<file path="src/hdl/assert_macros.svh">
// ----------------------------------------------------------------------------
// assert_macros.svh
// Concurrent assertion helpers; compiled out when SYNTH is defined.
// ----------------------------------------------------------------------------
`ifndef ASSERT_MACROS_SVH
`define ASSERT_MACROS_SVH

`ifndef SYNTH

// Assertion on an explicit clock and active-low reset.
`define ASSERT_CLK(label, clk, rst_n, prop, msg) \
  label: assert property (@(posedge clk) disable iff (!rst_n) prop) else $error(msg);

// Assertion on the default clk_i / rst_ni pair.
`define ASSERT_DEF(label, prop, msg) \
  `ASSERT_CLK(label, clk_i, rst_ni, prop, msg)

`else

`define ASSERT_CLK(label, clk, rst_n, prop, msg)
`define ASSERT_DEF(label, prop, msg)

`endif

`endif

</file>
<file path="src/hdl/sscf_pkg.sv">
// ----------------------------------------------------------------------------
// sscf_pkg
// Shared widths, register indexes and constants of the sector center fill.
// ----------------------------------------------------------------------------
package sscf_pkg;

  // Sector grid size (sectors per side).
  localparam int SECTORS_PER_SIDE = 8;

  localparam int SECTOR_IDX_W = 8;
  localparam int READING_W    = 16;
  localparam int COORD_W      = 5;
  localparam int NUM_READINGS = 8;

  // Configuration port.
  localparam int CFG_IDX_W  = 2;
  localparam int CFG_DATA_W = 16;
  localparam int GAIN_W     = 8;
  localparam int MARGIN_W   = 7;

  typedef enum logic [CFG_IDX_W-1:0] {
    CFG_LOW_THRESHOLD   = 2'd0,
    CFG_CENTER_GAIN     = 2'd1,
    CFG_NEIGHBOR_MARGIN = 2'd2
  } cfg_idx_e;

  localparam logic [READING_W-1:0] LOW_THRESHOLD_RST = 16'd512;
  localparam logic [GAIN_W-1:0]    CENTER_GAIN_RST   = 8'd50;
  localparam logic [MARGIN_W-1:0]  NEIGHBOR_MARGIN_RST = 7'd20;

  // Percent arithmetic.
  localparam int SCALED_W = 24;  // gain*diff+50 and peak*(100+margin)+50
  localparam int QUOT_W   = 18;  // scaled value / 100
  localparam logic [SCALED_W-1:0]  ROUND_HALF    = 24'd50;
  localparam logic [GAIN_W-1:0]    PERCENT_SCALE = 8'd100;
  localparam logic [READING_W-1:0] VALUE_MAX     = 16'hFFFF;

  // floor(x/100) == (x * DIV100_MAGIC) >> DIV100_SHIFT, exact for x < 2**24.
  localparam int DIV100_MAGIC_W = 25;
  localparam int DIV100_SHIFT   = 31;
  localparam logic [DIV100_MAGIC_W-1:0] DIV100_MAGIC = 25'd21474837;

  typedef logic [NUM_READINGS-1:0][READING_W-1:0] readings_t;

endpackage

</file>
<file path="src/hdl/sscf_if.sv">
// ----------------------------------------------------------------------------
// sscf_if
// Valid/ready channels carrying sector entries in and filled sectors out.
// ----------------------------------------------------------------------------
interface sscf_in_if;
  logic                                valid;
  logic                                ready;
  logic [sscf_pkg::SECTOR_IDX_W-1:0]   sector_x;
  logic [sscf_pkg::SECTOR_IDX_W-1:0]   sector_y;
  logic [sscf_pkg::READING_W-1:0]      reading_0;
  logic [sscf_pkg::READING_W-1:0]      reading_1;
  logic [sscf_pkg::READING_W-1:0]      reading_2;
  logic [sscf_pkg::READING_W-1:0]      reading_3;
  logic [sscf_pkg::READING_W-1:0]      reading_4;
  logic [sscf_pkg::READING_W-1:0]      reading_5;
  logic [sscf_pkg::READING_W-1:0]      reading_6;
  logic [sscf_pkg::READING_W-1:0]      reading_7;

  modport source (
    output valid, sector_x, sector_y, reading_0, reading_1, reading_2, reading_3,
           reading_4, reading_5, reading_6, reading_7,
    input  ready
  );
  modport sink (
    input  valid, sector_x, sector_y, reading_0, reading_1, reading_2, reading_3,
           reading_4, reading_5, reading_6, reading_7,
    output ready
  );
endinterface

interface sscf_out_if;
  logic                           valid;
  logic                           ready;
  logic                           accepted;
  logic [sscf_pkg::COORD_W-1:0]   base_col;
  logic [sscf_pkg::COORD_W-1:0]   base_row;
  logic [sscf_pkg::READING_W-1:0] value_x0_y0;
  logic [sscf_pkg::READING_W-1:0] value_x1_y0;
  logic [sscf_pkg::READING_W-1:0] value_x2_y0;
  logic [sscf_pkg::READING_W-1:0] value_x0_y1;
  logic [sscf_pkg::READING_W-1:0] value_x1_y1;
  logic [sscf_pkg::READING_W-1:0] value_x2_y1;
  logic [sscf_pkg::READING_W-1:0] value_x0_y2;
  logic [sscf_pkg::READING_W-1:0] value_x1_y2;
  logic [sscf_pkg::READING_W-1:0] value_x2_y2;

  modport source (
    output valid, accepted, base_col, base_row,
           value_x0_y0, value_x1_y0, value_x2_y0,
           value_x0_y1, value_x1_y1, value_x2_y1,
           value_x0_y2, value_x1_y2, value_x2_y2,
    input  ready
  );
  modport sink (
    input  valid, accepted, base_col, base_row,
           value_x0_y0, value_x1_y0, value_x2_y0,
           value_x0_y1, value_x1_y1, value_x2_y1,
           value_x0_y2, value_x1_y2, value_x2_y2,
    output ready
  );
endinterface

</file>
<file path="src/hdl/sensor_sector_center_fill.sv">
// ----------------------------------------------------------------------------
// sensor_sector_center_fill
// Fills the missing center of a 3x3 pressure-sensor sector from its eight
// neighbor readings.
// ----------------------------------------------------------------------------
// Usage:
//   in_i   - one transaction per sector entry: sector column/row and the eight
//            readings r0..r7 (row-major, center missing).
//   out_o  - one transaction per entry: accepted flag, grid origin and the
//            nine cell values. Out-of-range sectors come back all zero with
//            accepted low; quiet sectors (all readings below threshold) come
//            back with the origin and nine zero values.
//   cfg_*  - register writes (threshold, gain, margin); write only while idle.
// Timing:
//   Five register stages: input, averages/peak, percent products, divide by
//   100 (reciprocal multiply), then the result register.
//   Throughput is one transaction per cycle while out_o.ready is high; each
//   stage refills as soon as the stage after it moves, so bubbles are
//   squeezed out under a stall.
// Reset:
//   All stages empty, registers at their defaults (512, 50, 20).
// Stall:
//   When out_o.ready is low the pipeline keeps filling until all five stages
//   hold an item; only then does in_i.ready drop.
// ----------------------------------------------------------------------------
`include "assert_macros.svh"

module sensor_sector_center_fill (
  input  logic                                clk_i,
  input  logic                                rst_ni,
  input  logic                                cfg_we_i,
  input  logic [sscf_pkg::CFG_IDX_W-1:0]      cfg_idx_i,
  input  logic [sscf_pkg::CFG_DATA_W-1:0]     cfg_data_i,
  sscf_in_if.sink                             in_i,
  sscf_out_if.source                          out_o
);

  localparam int RW  = sscf_pkg::READING_W;
  localparam int CW  = sscf_pkg::COORD_W;
  localparam int SW  = sscf_pkg::SCALED_W;
  localparam int QW  = sscf_pkg::QUOT_W;
  localparam int PW  = SW + sscf_pkg::DIV100_MAGIC_W;

  // --------------------------------------------------------------------------
  // Configuration registers
  // --------------------------------------------------------------------------
  logic [RW-1:0]                   low_thr_q;
  logic [sscf_pkg::GAIN_W-1:0]     gain_pct_q;
  logic [sscf_pkg::MARGIN_W-1:0]   margin_pct_q;

  always_ff @(posedge clk_i or negedge rst_ni) begin
    if (!rst_ni) begin
      low_thr_q    <= sscf_pkg::LOW_THRESHOLD_RST;
      gain_pct_q   <= sscf_pkg::CENTER_GAIN_RST;
      margin_pct_q <= sscf_pkg::NEIGHBOR_MARGIN_RST;
    end else if (cfg_we_i) begin
      case (cfg_idx_i)
        sscf_pkg::CFG_LOW_THRESHOLD:   low_thr_q    <= cfg_data_i[RW-1:0];
        sscf_pkg::CFG_CENTER_GAIN:     gain_pct_q   <= cfg_data_i[sscf_pkg::GAIN_W-1:0];
        sscf_pkg::CFG_NEIGHBOR_MARGIN: margin_pct_q <= cfg_data_i[sscf_pkg::MARGIN_W-1:0];
        default: ;  // unmapped index, write dropped
      endcase
    end
  end

  // --------------------------------------------------------------------------
  // Stage payload types
  // --------------------------------------------------------------------------
  typedef struct packed {
    logic                    acc;
    logic                    quiet;
    logic [CW-1:0]           base_col;
    logic [CW-1:0]           base_row;
  } flags_t;

  typedef struct packed {
    logic [sscf_pkg::SECTOR_IDX_W-1:0] sx;
    logic [sscf_pkg::SECTOR_IDX_W-1:0] sy;
    sscf_pkg::readings_t               rd;
  } s0_t;

  typedef struct packed {
    flags_t              fl;
    sscf_pkg::readings_t rd;
    logic [RW-1:0]       edge_avg;
    logic [RW-1:0]       corner_avg;
    logic [RW-1:0]       peak;
  } s1_t;

  typedef struct packed {
    flags_t              fl;
    sscf_pkg::readings_t rd;
    logic [RW-1:0]       edge_avg;
    logic [SW-1:0]       gain_prod;
    logic [SW-1:0]       cap_prod;
  } s2_t;

  typedef struct packed {
    flags_t              fl;
    sscf_pkg::readings_t rd;
    logic [RW-1:0]       edge_avg;
    logic [QW-1:0]       boost;
    logic [QW-1:0]       cap;
  } s3_t;

  typedef struct packed {
    flags_t              fl;
    sscf_pkg::readings_t val;  // nine cells minus center, in r0..r7 order
    logic [RW-1:0]       center;
  } res_t;

  // --------------------------------------------------------------------------
  // Handshake: each stage loads when it is empty or its successor moves
  // --------------------------------------------------------------------------
  logic v0_q, v1_q, v2_q, v3_q, vout_q;
  logic en0, en1, en2, en3, en_out;

  assign en_out = !vout_q || out_o.ready;
  assign en3    = !v3_q || en_out;
  assign en2    = !v2_q || en3;
  assign en1    = !v1_q || en2;
  assign en0    = !v0_q || en1;

  assign in_i.ready = en0;

  always_ff @(posedge clk_i or negedge rst_ni) begin
    if (!rst_ni) begin
      v0_q   <= 1'b0;
      v1_q   <= 1'b0;
      v2_q   <= 1'b0;
      v3_q   <= 1'b0;
      vout_q <= 1'b0;
    end else begin
      if (en0)    v0_q   <= in_i.valid;
      if (en1)    v1_q   <= v0_q;
      if (en2)    v2_q   <= v1_q;
      if (en3)    v3_q   <= v2_q;
      if (en_out) vout_q <= v3_q;
    end
  end

  // --------------------------------------------------------------------------
  // Stage 0: input register
  // --------------------------------------------------------------------------
  s0_t s0_d, s0_q;

  always_comb begin
    s0_d.sx    = in_i.sector_x;
    s0_d.sy    = in_i.sector_y;
    s0_d.rd[0] = in_i.reading_0;
    s0_d.rd[1] = in_i.reading_1;
    s0_d.rd[2] = in_i.reading_2;
    s0_d.rd[3] = in_i.reading_3;
    s0_d.rd[4] = in_i.reading_4;
    s0_d.rd[5] = in_i.reading_5;
    s0_d.rd[6] = in_i.reading_6;
    s0_d.rd[7] = in_i.reading_7;
  end

  always_ff @(posedge clk_i) begin
    if (en0 && in_i.valid) s0_q <= s0_d;
  end

  // --------------------------------------------------------------------------
  // Stage 1: range check, quiet check, origin, rounded averages, peak
  // --------------------------------------------------------------------------
  s1_t s1_d, s1_q;
  logic [sscf_pkg::SECTOR_IDX_W+1:0] col_x3, row_x3;
  logic [RW+1:0]                     side_total, corner_total;
  logic [RW-1:0]                     pk01, pk23, pk45, pk67, pk03, pk47;

  always_comb begin
    // index*3 as index + 2*index, low bits kept
    col_x3 = {2'b00, s0_q.sx} + {1'b0, s0_q.sx, 1'b0};
    row_x3 = {2'b00, s0_q.sy} + {1'b0, s0_q.sy, 1'b0};

    s1_d.fl.acc = (s0_q.sx < sscf_pkg::SECTOR_IDX_W'(sscf_pkg::SECTORS_PER_SIDE)) &&
                  (s0_q.sy < sscf_pkg::SECTOR_IDX_W'(sscf_pkg::SECTORS_PER_SIDE));
    s1_d.fl.base_col = col_x3[CW-1:0];
    s1_d.fl.base_row = row_x3[CW-1:0];

    s1_d.fl.quiet = 1'b1;
    for (int i = 0; i < sscf_pkg::NUM_READINGS; i++) begin
      if (s0_q.rd[i] >= low_thr_q) s1_d.fl.quiet = 1'b0;
    end

    side_total   = {2'b00, s0_q.rd[1]} + {2'b00, s0_q.rd[3]} +
                   {2'b00, s0_q.rd[4]} + {2'b00, s0_q.rd[6]} + (RW+2)'(2);
    corner_total = {2'b00, s0_q.rd[0]} + {2'b00, s0_q.rd[2]} +
                   {2'b00, s0_q.rd[5]} + {2'b00, s0_q.rd[7]} + (RW+2)'(2);
    s1_d.edge_avg   = side_total[RW+1:2];
    s1_d.corner_avg = corner_total[RW+1:2];

    pk01 = (s0_q.rd[1] > s0_q.rd[0]) ? s0_q.rd[1] : s0_q.rd[0];
    pk23 = (s0_q.rd[3] > s0_q.rd[2]) ? s0_q.rd[3] : s0_q.rd[2];
    pk45 = (s0_q.rd[5] > s0_q.rd[4]) ? s0_q.rd[5] : s0_q.rd[4];
    pk67 = (s0_q.rd[7] > s0_q.rd[6]) ? s0_q.rd[7] : s0_q.rd[6];
    pk03 = (pk23 > pk01) ? pk23 : pk01;
    pk47 = (pk67 > pk45) ? pk67 : pk45;
    s1_d.peak = (pk47 > pk03) ? pk47 : pk03;

    s1_d.rd = s0_q.rd;
  end

  always_ff @(posedge clk_i) begin
    if (en1 && v0_q) s1_q <= s1_d;
  end

  // --------------------------------------------------------------------------
  // Stage 2: gain product and cap product, both pre-rounded by +50
  // --------------------------------------------------------------------------
  s2_t s2_d, s2_q;
  logic [RW-1:0]                 diff;
  logic [sscf_pkg::GAIN_W-1:0]   cap_pct;

  always_comb begin
    diff    = (s1_q.edge_avg > s1_q.corner_avg) ? (s1_q.edge_avg - s1_q.corner_avg) : '0;
    cap_pct = sscf_pkg::PERCENT_SCALE + {1'b0, margin_pct_q};

    s2_d.gain_prod = SW'(gain_pct_q) * SW'(diff) + sscf_pkg::ROUND_HALF;
    s2_d.cap_prod  = SW'(cap_pct) * SW'(s1_q.peak) + sscf_pkg::ROUND_HALF;
    s2_d.fl        = s1_q.fl;
    s2_d.rd        = s1_q.rd;
    s2_d.edge_avg  = s1_q.edge_avg;
  end

  always_ff @(posedge clk_i) begin
    if (en2 && v1_q) s2_q <= s2_d;
  end

  // --------------------------------------------------------------------------
  // Stage 3: divide both products by 100 with the reciprocal multiply
  // --------------------------------------------------------------------------
  s3_t s3_d, s3_q;
  logic [PW-1:0] gain_recip, cap_recip;

  always_comb begin
    gain_recip = PW'(s2_q.gain_prod) * PW'(sscf_pkg::DIV100_MAGIC);
    cap_recip  = PW'(s2_q.cap_prod)  * PW'(sscf_pkg::DIV100_MAGIC);

    s3_d.boost    = gain_recip[sscf_pkg::DIV100_SHIFT +: QW];
    s3_d.cap      = cap_recip[sscf_pkg::DIV100_SHIFT +: QW];
    s3_d.fl       = s2_q.fl;
    s3_d.rd       = s2_q.rd;
    s3_d.edge_avg = s2_q.edge_avg;
  end

  always_ff @(posedge clk_i) begin
    if (en3 && v2_q) s3_q <= s3_d;
  end

  // --------------------------------------------------------------------------
  // Result stage: add, cap, saturate, then blank for out-of-range / quiet
  // --------------------------------------------------------------------------
  res_t res_d, res_q;
  logic [QW-1:0] est, capped;

  always_comb begin
    est    = QW'(s3_q.edge_avg) + s3_q.boost;
    capped = (est > s3_q.cap) ? s3_q.cap : est;

    res_d.fl     = s3_q.fl;
    res_d.val    = s3_q.rd;
    res_d.center = (capped > QW'(sscf_pkg::VALUE_MAX)) ? sscf_pkg::VALUE_MAX : capped[RW-1:0];

    if (!s3_q.fl.acc) begin
      res_d.fl.base_col = '0;
      res_d.fl.base_row = '0;
      res_d.val         = '0;
      res_d.center      = '0;
    end else if (s3_q.fl.quiet) begin
      res_d.val    = '0;
      res_d.center = '0;
    end
  end

  always_ff @(posedge clk_i) begin
    if (en_out && v3_q) res_q <= res_d;
  end

  assign out_o.valid       = vout_q;
  assign out_o.accepted    = res_q.fl.acc;
  assign out_o.base_col    = res_q.fl.base_col;
  assign out_o.base_row    = res_q.fl.base_row;
  assign out_o.value_x0_y0 = res_q.val[0];
  assign out_o.value_x1_y0 = res_q.val[1];
  assign out_o.value_x2_y0 = res_q.val[2];
  assign out_o.value_x0_y1 = res_q.val[3];
  assign out_o.value_x1_y1 = res_q.center;
  assign out_o.value_x2_y1 = res_q.val[4];
  assign out_o.value_x0_y2 = res_q.val[5];
  assign out_o.value_x1_y2 = res_q.val[6];
  assign out_o.value_x2_y2 = res_q.val[7];

  // --------------------------------------------------------------------------
  // Assertions
  // --------------------------------------------------------------------------
  // Input backpressure only ever comes from a full pipe behind a stalled output.
  `ASSERT_DEF(a_stall_origin,
    !in_i.ready |-> (out_o.valid && !out_o.ready && v0_q && v1_q && v2_q && v3_q),
    "input stalled without a full pipe behind a stalled output")

  // An out-of-range sector is blank everywhere.
  `ASSERT_DEF(a_reject_blank,
    (out_o.valid && !out_o.accepted) |-> (out_o.base_col == '0 && out_o.base_row == '0
      && out_o.value_x1_y1 == '0 && out_o.value_x0_y0 == '0 && out_o.value_x2_y2 == '0),
    "rejected sector carries data")

  // A nonzero center needs a nonzero neighbor (cap follows the peak).
  `ASSERT_DEF(a_center_peak,
    (out_o.valid && out_o.value_x1_y1 != '0) |-> (out_o.value_x0_y0 != '0
      || out_o.value_x1_y0 != '0 || out_o.value_x2_y0 != '0 || out_o.value_x0_y1 != '0
      || out_o.value_x2_y1 != '0 || out_o.value_x0_y2 != '0 || out_o.value_x1_y2 != '0
      || out_o.value_x2_y2 != '0),
    "center exceeds a zero peak")

endmodule

</file>
<file path="src/flat_wrapper.sv">
// flat-port wrapper written by rule: the top's interface ports become plain ports
module sensor_sector_center_fill_flat 
  (clk_i, rst_ni, cfg_we_i, cfg_idx_i, cfg_data_i, in_i_valid, in_i_sector_x, in_i_sector_y, in_i_reading_0, in_i_reading_1, in_i_reading_2, in_i_reading_3, in_i_reading_4, in_i_reading_5, in_i_reading_6, in_i_reading_7, in_i_ready, out_o_valid, out_o_accepted, out_o_base_col, out_o_base_row, out_o_value_x0_y0, out_o_value_x1_y0, out_o_value_x2_y0, out_o_value_x0_y1, out_o_value_x1_y1, out_o_value_x2_y1, out_o_value_x0_y2, out_o_value_x1_y2, out_o_value_x2_y2, out_o_ready);
  sscf_in_if in_i_i ();
  sscf_out_if out_o_i ();
  input  logic clk_i;
  input  logic rst_ni;
  input  logic cfg_we_i;
  input  logic [sscf_pkg::CFG_IDX_W-1:0] cfg_idx_i;
  input  logic [sscf_pkg::CFG_DATA_W-1:0] cfg_data_i;
  input wire logic [$bits(in_i_i.valid)-1:0] in_i_valid;
  input wire logic [$bits(in_i_i.sector_x)-1:0] in_i_sector_x;
  input wire logic [$bits(in_i_i.sector_y)-1:0] in_i_sector_y;
  input wire logic [$bits(in_i_i.reading_0)-1:0] in_i_reading_0;
  input wire logic [$bits(in_i_i.reading_1)-1:0] in_i_reading_1;
  input wire logic [$bits(in_i_i.reading_2)-1:0] in_i_reading_2;
  input wire logic [$bits(in_i_i.reading_3)-1:0] in_i_reading_3;
  input wire logic [$bits(in_i_i.reading_4)-1:0] in_i_reading_4;
  input wire logic [$bits(in_i_i.reading_5)-1:0] in_i_reading_5;
  input wire logic [$bits(in_i_i.reading_6)-1:0] in_i_reading_6;
  input wire logic [$bits(in_i_i.reading_7)-1:0] in_i_reading_7;
  output wire logic [$bits(in_i_i.ready)-1:0] in_i_ready;
  output wire logic [$bits(out_o_i.valid)-1:0] out_o_valid;
  output wire logic [$bits(out_o_i.accepted)-1:0] out_o_accepted;
  output wire logic [$bits(out_o_i.base_col)-1:0] out_o_base_col;
  output wire logic [$bits(out_o_i.base_row)-1:0] out_o_base_row;
  output wire logic [$bits(out_o_i.value_x0_y0)-1:0] out_o_value_x0_y0;
  output wire logic [$bits(out_o_i.value_x1_y0)-1:0] out_o_value_x1_y0;
  output wire logic [$bits(out_o_i.value_x2_y0)-1:0] out_o_value_x2_y0;
  output wire logic [$bits(out_o_i.value_x0_y1)-1:0] out_o_value_x0_y1;
  output wire logic [$bits(out_o_i.value_x1_y1)-1:0] out_o_value_x1_y1;
  output wire logic [$bits(out_o_i.value_x2_y1)-1:0] out_o_value_x2_y1;
  output wire logic [$bits(out_o_i.value_x0_y2)-1:0] out_o_value_x0_y2;
  output wire logic [$bits(out_o_i.value_x1_y2)-1:0] out_o_value_x1_y2;
  output wire logic [$bits(out_o_i.value_x2_y2)-1:0] out_o_value_x2_y2;
  input wire logic [$bits(out_o_i.ready)-1:0] out_o_ready;
  assign in_i_i.valid = in_i_valid;
  assign in_i_i.sector_x = in_i_sector_x;
  assign in_i_i.sector_y = in_i_sector_y;
  assign in_i_i.reading_0 = in_i_reading_0;
  assign in_i_i.reading_1 = in_i_reading_1;
  assign in_i_i.reading_2 = in_i_reading_2;
  assign in_i_i.reading_3 = in_i_reading_3;
  assign in_i_i.reading_4 = in_i_reading_4;
  assign in_i_i.reading_5 = in_i_reading_5;
  assign in_i_i.reading_6 = in_i_reading_6;
  assign in_i_i.reading_7 = in_i_reading_7;
  assign in_i_ready = in_i_i.ready;
  assign out_o_valid = out_o_i.valid;
  assign out_o_accepted = out_o_i.accepted;
  assign out_o_base_col = out_o_i.base_col;
  assign out_o_base_row = out_o_i.base_row;
  assign out_o_value_x0_y0 = out_o_i.value_x0_y0;
  assign out_o_value_x1_y0 = out_o_i.value_x1_y0;
  assign out_o_value_x2_y0 = out_o_i.value_x2_y0;
  assign out_o_value_x0_y1 = out_o_i.value_x0_y1;
  assign out_o_value_x1_y1 = out_o_i.value_x1_y1;
  assign out_o_value_x2_y1 = out_o_i.value_x2_y1;
  assign out_o_value_x0_y2 = out_o_i.value_x0_y2;
  assign out_o_value_x1_y2 = out_o_i.value_x1_y2;
  assign out_o_value_x2_y2 = out_o_i.value_x2_y2;
  assign out_o_i.ready = out_o_ready;
  sensor_sector_center_fill u_core (.clk_i(clk_i), .rst_ni(rst_ni), .cfg_we_i(cfg_we_i), .cfg_idx_i(cfg_idx_i), .cfg_data_i(cfg_data_i), .in_i(in_i_i), .out_o(out_o_i));
endmodule
</file>
<file path="config.mk">
export PLATFORM = sky130hd
export DESIGN_NAME = sensor_sector_center_fill_flat
export DESIGN_NICKNAME = d
export VERILOG_FILES = /design/src/hdl/sscf_pkg.sv /design/src/hdl/sscf_if.sv /design/src/hdl/sensor_sector_center_fill.sv /design/src/flat_wrapper.sv
export VERILOG_INCLUDE_DIRS = /design/src /design/src/hdl
export SDC_FILE = /design/constraint.sdc
export NUM_CORES = 2
export LEC_CHECK = 0
export ABC_AREA = 1
export BUFFER_PORTS_ARGS = -buffer_cell sky130_fd_sc_hd__buf_2
export CORE_MARGIN = 5
export CORE_UTILIZATION = 45
export CTS_CLUSTER_SIZE = 10
export DETAILED_ROUTE_END_ITERATION = 10
export GPL_ROUTABILITY_DRIVEN = 0
export SLEW_MARGIN = 5
export SYNTH_ARGS = -nofsm -noshare
export SYNTH_HDL_FRONTEND = slang
export SYNTH_SLANG_ARGS = --single-unit
export TNS_END_PERCENT = 20
</file>
<file path="constraint.sdc">
create_clock -name clk_i -period 15.2 [get_ports clk_i]
set_clock_uncertainty 0.05 [all_clocks]
set_input_delay 0.76 -clock clk_i [delete_from_list [all_inputs] [get_ports clk_i]]
set_output_delay 0.76 -clock clk_i [all_outputs]
set_load 0.02 [all_outputs]
</file>
# == Yosys cells after proc, flatten, opt, wreduce, memory -nomap -nowiden ==
# Cells that the tools add are included.
# totals
regBits,919
out_inout_bits,157
wordCells,150
# op_classes
add_sub_neg,15
mul,4
magnitude_cmp,20
n_eq_ne,2
mux,11
bitwise_logic,1
n_reduce_logical,22
# ops
op,count
two-way mux 16 bit,9
>= comparator 16 bit,8
greater-than comparator 16 bit,8
"multiplier 24 x 25 -> 49 bit, second input constant",2
adder 18 x 16 -> 18 bit,4
"adder 24 x 6 -> 24 bit, second input constant",2
multiplier 8 x 16 -> 24 bit,2
"adder 18 x 2 -> 18 bit, second input constant",2
adder 16 x 16 -> 17 bit,2
adder 16 x 18 -> 18 bit,1
"greater-than comparator 18 x 16 -> 1 bit, second input constant",1
greater-than comparator 18 bit,1
two-way mux 18 bit,1
"less-than comparator 8 x 4 -> 1 bit, second input constant",2
subtractor 16 bit,1
adder 5 bit,2
"adder 7 x 7 -> 8 bit, first input constant",1
OR reduction 7 bit,1
logical AND 1 bit,6
AND reduction 2 bit,3
logical NOT 1 bit,5
logical OR 1 bit,5
"== test 2 x 1 -> 1 bit, second input constant",1
"== test 2 bit, second input constant",1
4 further kinds,4

# == Longest topological paths before layout ==
# logic_depth
ltp_word,7
ltp_mapped,39

# == Worst setup path after synthesis ==
# Ideal clock, no wire load.
# synth_timing
path_type,input port to flip-flop
startpoint,in out_o_ready
endpoint,"reg u_core.s1_q[0] in the netlist's numbering, enable pin"
setup_time_ns,0.743
t_arrival_ns,8.989
setup_slack_ns,5.418
stages,8
cell_sequence,nor2_1 inv_1 nor2_1 inv_1 nor2_1 inv_1 nor2_1 nor2_1
# synth_via
elab_chain_cells,5
# synth_lines
element,line,source
"start, declared",flat_wrapper.sv:36,input wire logic [$bits(out_o_i.ready)-1:0] out_o_ready;
logical OR 1 bit,sensor_sector_center_fill.sv:118,assign en_out = !vout_q || out_o.ready;
logical OR 1 bit,sensor_sector_center_fill.sv:119,assign en3 = !v3_q || en_out;
logical OR 1 bit,sensor_sector_center_fill.sv:120,assign en2 = !v2_q || en3;
logical OR 1 bit,sensor_sector_center_fill.sv:121,assign en1 = !v1_q || en2;
logical AND 1 bit,sensor_sector_center_fill.sv:206,if (en1 && v0_q) s1_q <= s1_d;
"end signal, assigned",sensor_sector_center_fill.sv:206,
"end, declared",sensor_sector_center_fill.sv:167,"s1_t s1_d, s1_q;"
# No other way between the ends.
# A chain may end at the register's enable or synchronous reset.

==> reports/qor.yml <==
fin_crit_sh_pct: 44.1
worstRegToRegCells: 27
hpwl_mm: 170
main_combinational_cell_family_by_area_after_synthesis: "adder cells"
first_global_vias: 53100
cts.clk_slew.worst_paths_ns: 0.05
grt_use_total_pct: 24.5
layout-drive-gt1-share_pct: 7.27
met3WireLength_mm: 12.4
cts_hold_buf: 0
hold_path_class: "primary input to register"
worst-path-max-fanout: 17
maxSlewHeadroom_pct: 28.3
timing.fmax_mhz: 149
worst-slew-pin-transition_ns: 1.08
synth.yosys.warnings: 0
yosys.area.top_type_share_pct: 36.5
synthesis.area_um2: 72700
synth.largest_area_cell: "sky130_fd_sc_hd__edfxtp_1"
post_drt_wl_per_cell_um: 21.1
crit_path_end_kind: "register"
detail-route-antenna-nets: 0
cts_resized: 0
clock_tree_from_tritoncts: "done"
hold_viol_final: 0
critical_path_arrival_ns: 7.23
fin_crit_ns: 6.70
initial_antenna_violation_count: 10
synth_enable_flop_cells: 883
status: "completed"
yosysMostFrequentCell: "sky130_fd_sc_hd__inv_1"
syn_inst: 7257
setup_total_negative_slack_ns: 0
post_synth_mux_area_share_pct: 0
insertion_delay_ns: 0.73
post-cts-setup-buffers: 0
htreeDepth: 3
hold-path-endpoint: "u_core.s0_q[10]"
multi_input_comb_area_um2: 38800
grt_overflow: 0
design.final.nets: 9398
rsz0062_at_grt: "no"
worstReg2RegEnd: "u_core.s1_q[7]"
most_used_flip_flop_cell_after_synthesis: "sky130_fd_sc_hd__edfxtp_1"
postSynth.asyncResetShare_pct: 3.92
layoutNonFillerInstCount: 9869
synthesis.nets: 9009
pre_cts_ws_ns: 8.41
die_width_um: 412
routed_via_density: 5.24
top_layer_used: "met5"
wl_met2_mm: 100
maxcap_violations: 0
dp.cells: 9695
grt_max_degree: 132
flow.area_growth_from_synthesis_pct: 10.4
grt_first_pass_wirelength_mm: 316
residual_drc: 0
cp_data_required_time_ns: 15.73
wl_met1_mm: 84.3
drt_iter0_drc: 3546
timing.critical_path.from_type: "register"
crit_start: "u_core.s0_q[89]"
layout_filler_cell_count: 14700
clockRootBuffer: "sky130_fd_sc_hd__clkbuf_16"
yosysSeqAreaShare_pct: 37.7
core_region_area_um2: 161000
placement.io_buffers: 323
cts_max_path_buffers: 3
yosys-top-cells-count: "sky130_fd_sc_hd__inv_1 (1642), sky130_fd_sc_hd__nand2_1 (1088), sky130_fd_sc_hd__ha_1 (973)"
initial_utilization_pct: 45.3
clkSinkCount: 919
regToRegSetupSlack_ns: 8.50
yosys.area_share.adder_pct: 33.6
synth-xor-area-share_pct: 1.63
fin_hold_ws_ns: 0.140
netlist_top_cells_area: "sky130_fd_sc_hd__edfxtp_1 (36%), sky130_fd_sc_hd__fa_1 (17%), sky130_fd_sc_hd__ha_1 (17%)"
dieHeight_um: 412
type_of_the_setup_path_with_the_least_slack: "register to register"
sum_of_routed_wire_length_over_all_layers_mm: 208
route.vias.total: 51700
synth.distinct_cells: 56
synth_simple_gate_area_share_pct: 12.6
setup-violations-final: 0
die-area_um2: 170000
floorplan.io_pins: 324
floorplan.rows: 147
count_of_final_max_slew_check_failures: 0
synth-compound-area-share_pct: 5.53
mean_post_synth_cell_area_um2: 10.0
r2r_start: "u_core.s0_q[89]"
fin_ws_ns: 8.50
cts_inserted_buffers: 109
flop_and_latch_count_out_of_synthesis: 919
seqCellArea_um2: 27400
detail_route.first_pass.iterations: 6
hold_start: "in_i_reading_0[10]"
whs_path_depth: 1
## kinds of logic (layout without fill, tap and decap cells)
family,count (synthesis),in the layout
flip-flops,919,919
XOR/XNOR,135,135
AND/OR/NAND/NOR,2162,2162
adder cells (fa/ha/maj),1585,1585
AO/OA/AOI/OAI,743,743
other,0,3
buffers and inverters,1713,2162
## metrics by stage
stage | util, % | area (µm²)
floorplan | - | 72700
global placement | 47.9 | 76900
detailed placement | 47.9 | 76900
CTS | 50.0 | 80200
global route | 50.0 | 80200
finish | 50.0 | 80200
## worst max-delay path, stage by stage (launching register included)
cell	delay, ns
sky130_fd_sc_hd__edfxtp_1	0.75
sky130_fd_sc_hd__ha_1	0.37
sky130_fd_sc_hd__a21oi_1	0.17
sky130_fd_sc_hd__o21ai_0	0.11
sky130_fd_sc_hd__a21oi_1	0.34
sky130_fd_sc_hd__nand2_2	0.32
sky130_fd_sc_hd__nand2_2	0.38
sky130_fd_sc_hd__nand2_1	0.12
sky130_fd_sc_hd__and2_1	0.18
sky130_fd_sc_hd__ha_1	0.30
sky130_fd_sc_hd__nand2_1	0.06
sky130_fd_sc_hd__inv_1	0.07
sky130_fd_sc_hd__nand3_1	0.07
sky130_fd_sc_hd__nor2_1	0.15
sky130_fd_sc_hd__nand2_1	0.07
sky130_fd_sc_hd__nand2_1	0.07
sky130_fd_sc_hd__nand2_2	0.21
sky130_fd_sc_hd__inv_1	0.48
sky130_fd_sc_hd__nand3_1	0.19
sky130_fd_sc_hd__and2_1	0.20
sky130_fd_sc_hd__ha_1	0.31
sky130_fd_sc_hd__nand2_1	0.07
sky130_fd_sc_hd__nor2_1	0.25
sky130_fd_sc_hd__nand2_1	0.10
sky130_fd_sc_hd__nor4_1	0.34
sky130_fd_sc_hd__a21o_1	0.47
sky130_fd_sc_hd__nand3_1	0.22
sky130_fd_sc_hd__nand2_1	0.11
## cell usage in the layout (no fill, tap or decap), drive strengths merged, types with 3 or more instances in the layout
master	instances
edfxtp	883
a21o	28
nor3	60
nand3b	11
a21oi	400
fa	612
dfrtp	30
a21boi	9
a211oi	6
and3	6
ha	973
o21ai	229
xnor2	36
nor2	537
a31oi	9
dfstp	6
o21bai	35
clkinv	11
nand2	1109
nand4	46
diode	3
or2	10
nor4	9
clkbuf	150
o21a	14
bufinv	4
and2	36
nand3	335
o211ai	6
xor2	99
inv	1644
buf	347
clkinvlp	6
o31ai	4
## flip-flops by register name (all words and copies together), names as in the netlist, 16 cells and up
name / flops
u_core.low_thr_q: 16
u_core.out_o.value_x0_y0: 16
u_core.out_o.value_x0_y1: 16
u_core.out_o.value_x0_y2: 16
u_core.out_o.value_x1_y0: 16
u_core.out_o.value_x1_y1: 16
u_core.out_o.value_x1_y2: 16
u_core.out_o.value_x2_y0: 16
u_core.out_o.value_x2_y1: 16
u_core.out_o.value_x2_y2: 16
u_core.s0_q: 144
u_core.s1_q: 188
u_core.s2_q: 204
u_core.s3_q: 190
## routing by layer
metal | track usage (%) | vias to the layer above
met3 | 3.59 | 480
met2 | 41.9 | 1740
met1 | 31.0 | 25200
met5 | 0 | -
li1 | - | 24200
met4 | 10.6 | 6
## how the worst max path moves through the flow
| stage | end | slack [ns] | cells past startpoint |
|---|---|---|---|
| 6_report | u_core.s1_q[7] | 8.50 | 27 |
| 2_1_floorplan | u_core.s1_q[0] | 5.42 | 8 |
| 5_1_grt | u_core.s1_q[7] | 8.00 | 27 |
| 3_3_place_gp | u_core.s1_q[8] | 8.47 | 27 |
| 3_5_place_dp | u_core.s1_q[13] | 8.41 | 27 |
| 4_1_cts | u_core.s1_q[0] | 8.34 | 27 |
## cell type report
type,count,area share [%]
inverter,1644,7.71
clock inverter,21,0.460
antenna,3,0.00936
timing repair buffer,347,2.25
sequential,919,34.2
clock buffer,150,3.66
tap,2160,3.37
multi-input combinational,4625,48.4
Power is not shown: default switching activity piles up to over one toggle a cycle in this logic, so the estimate is an artifact.
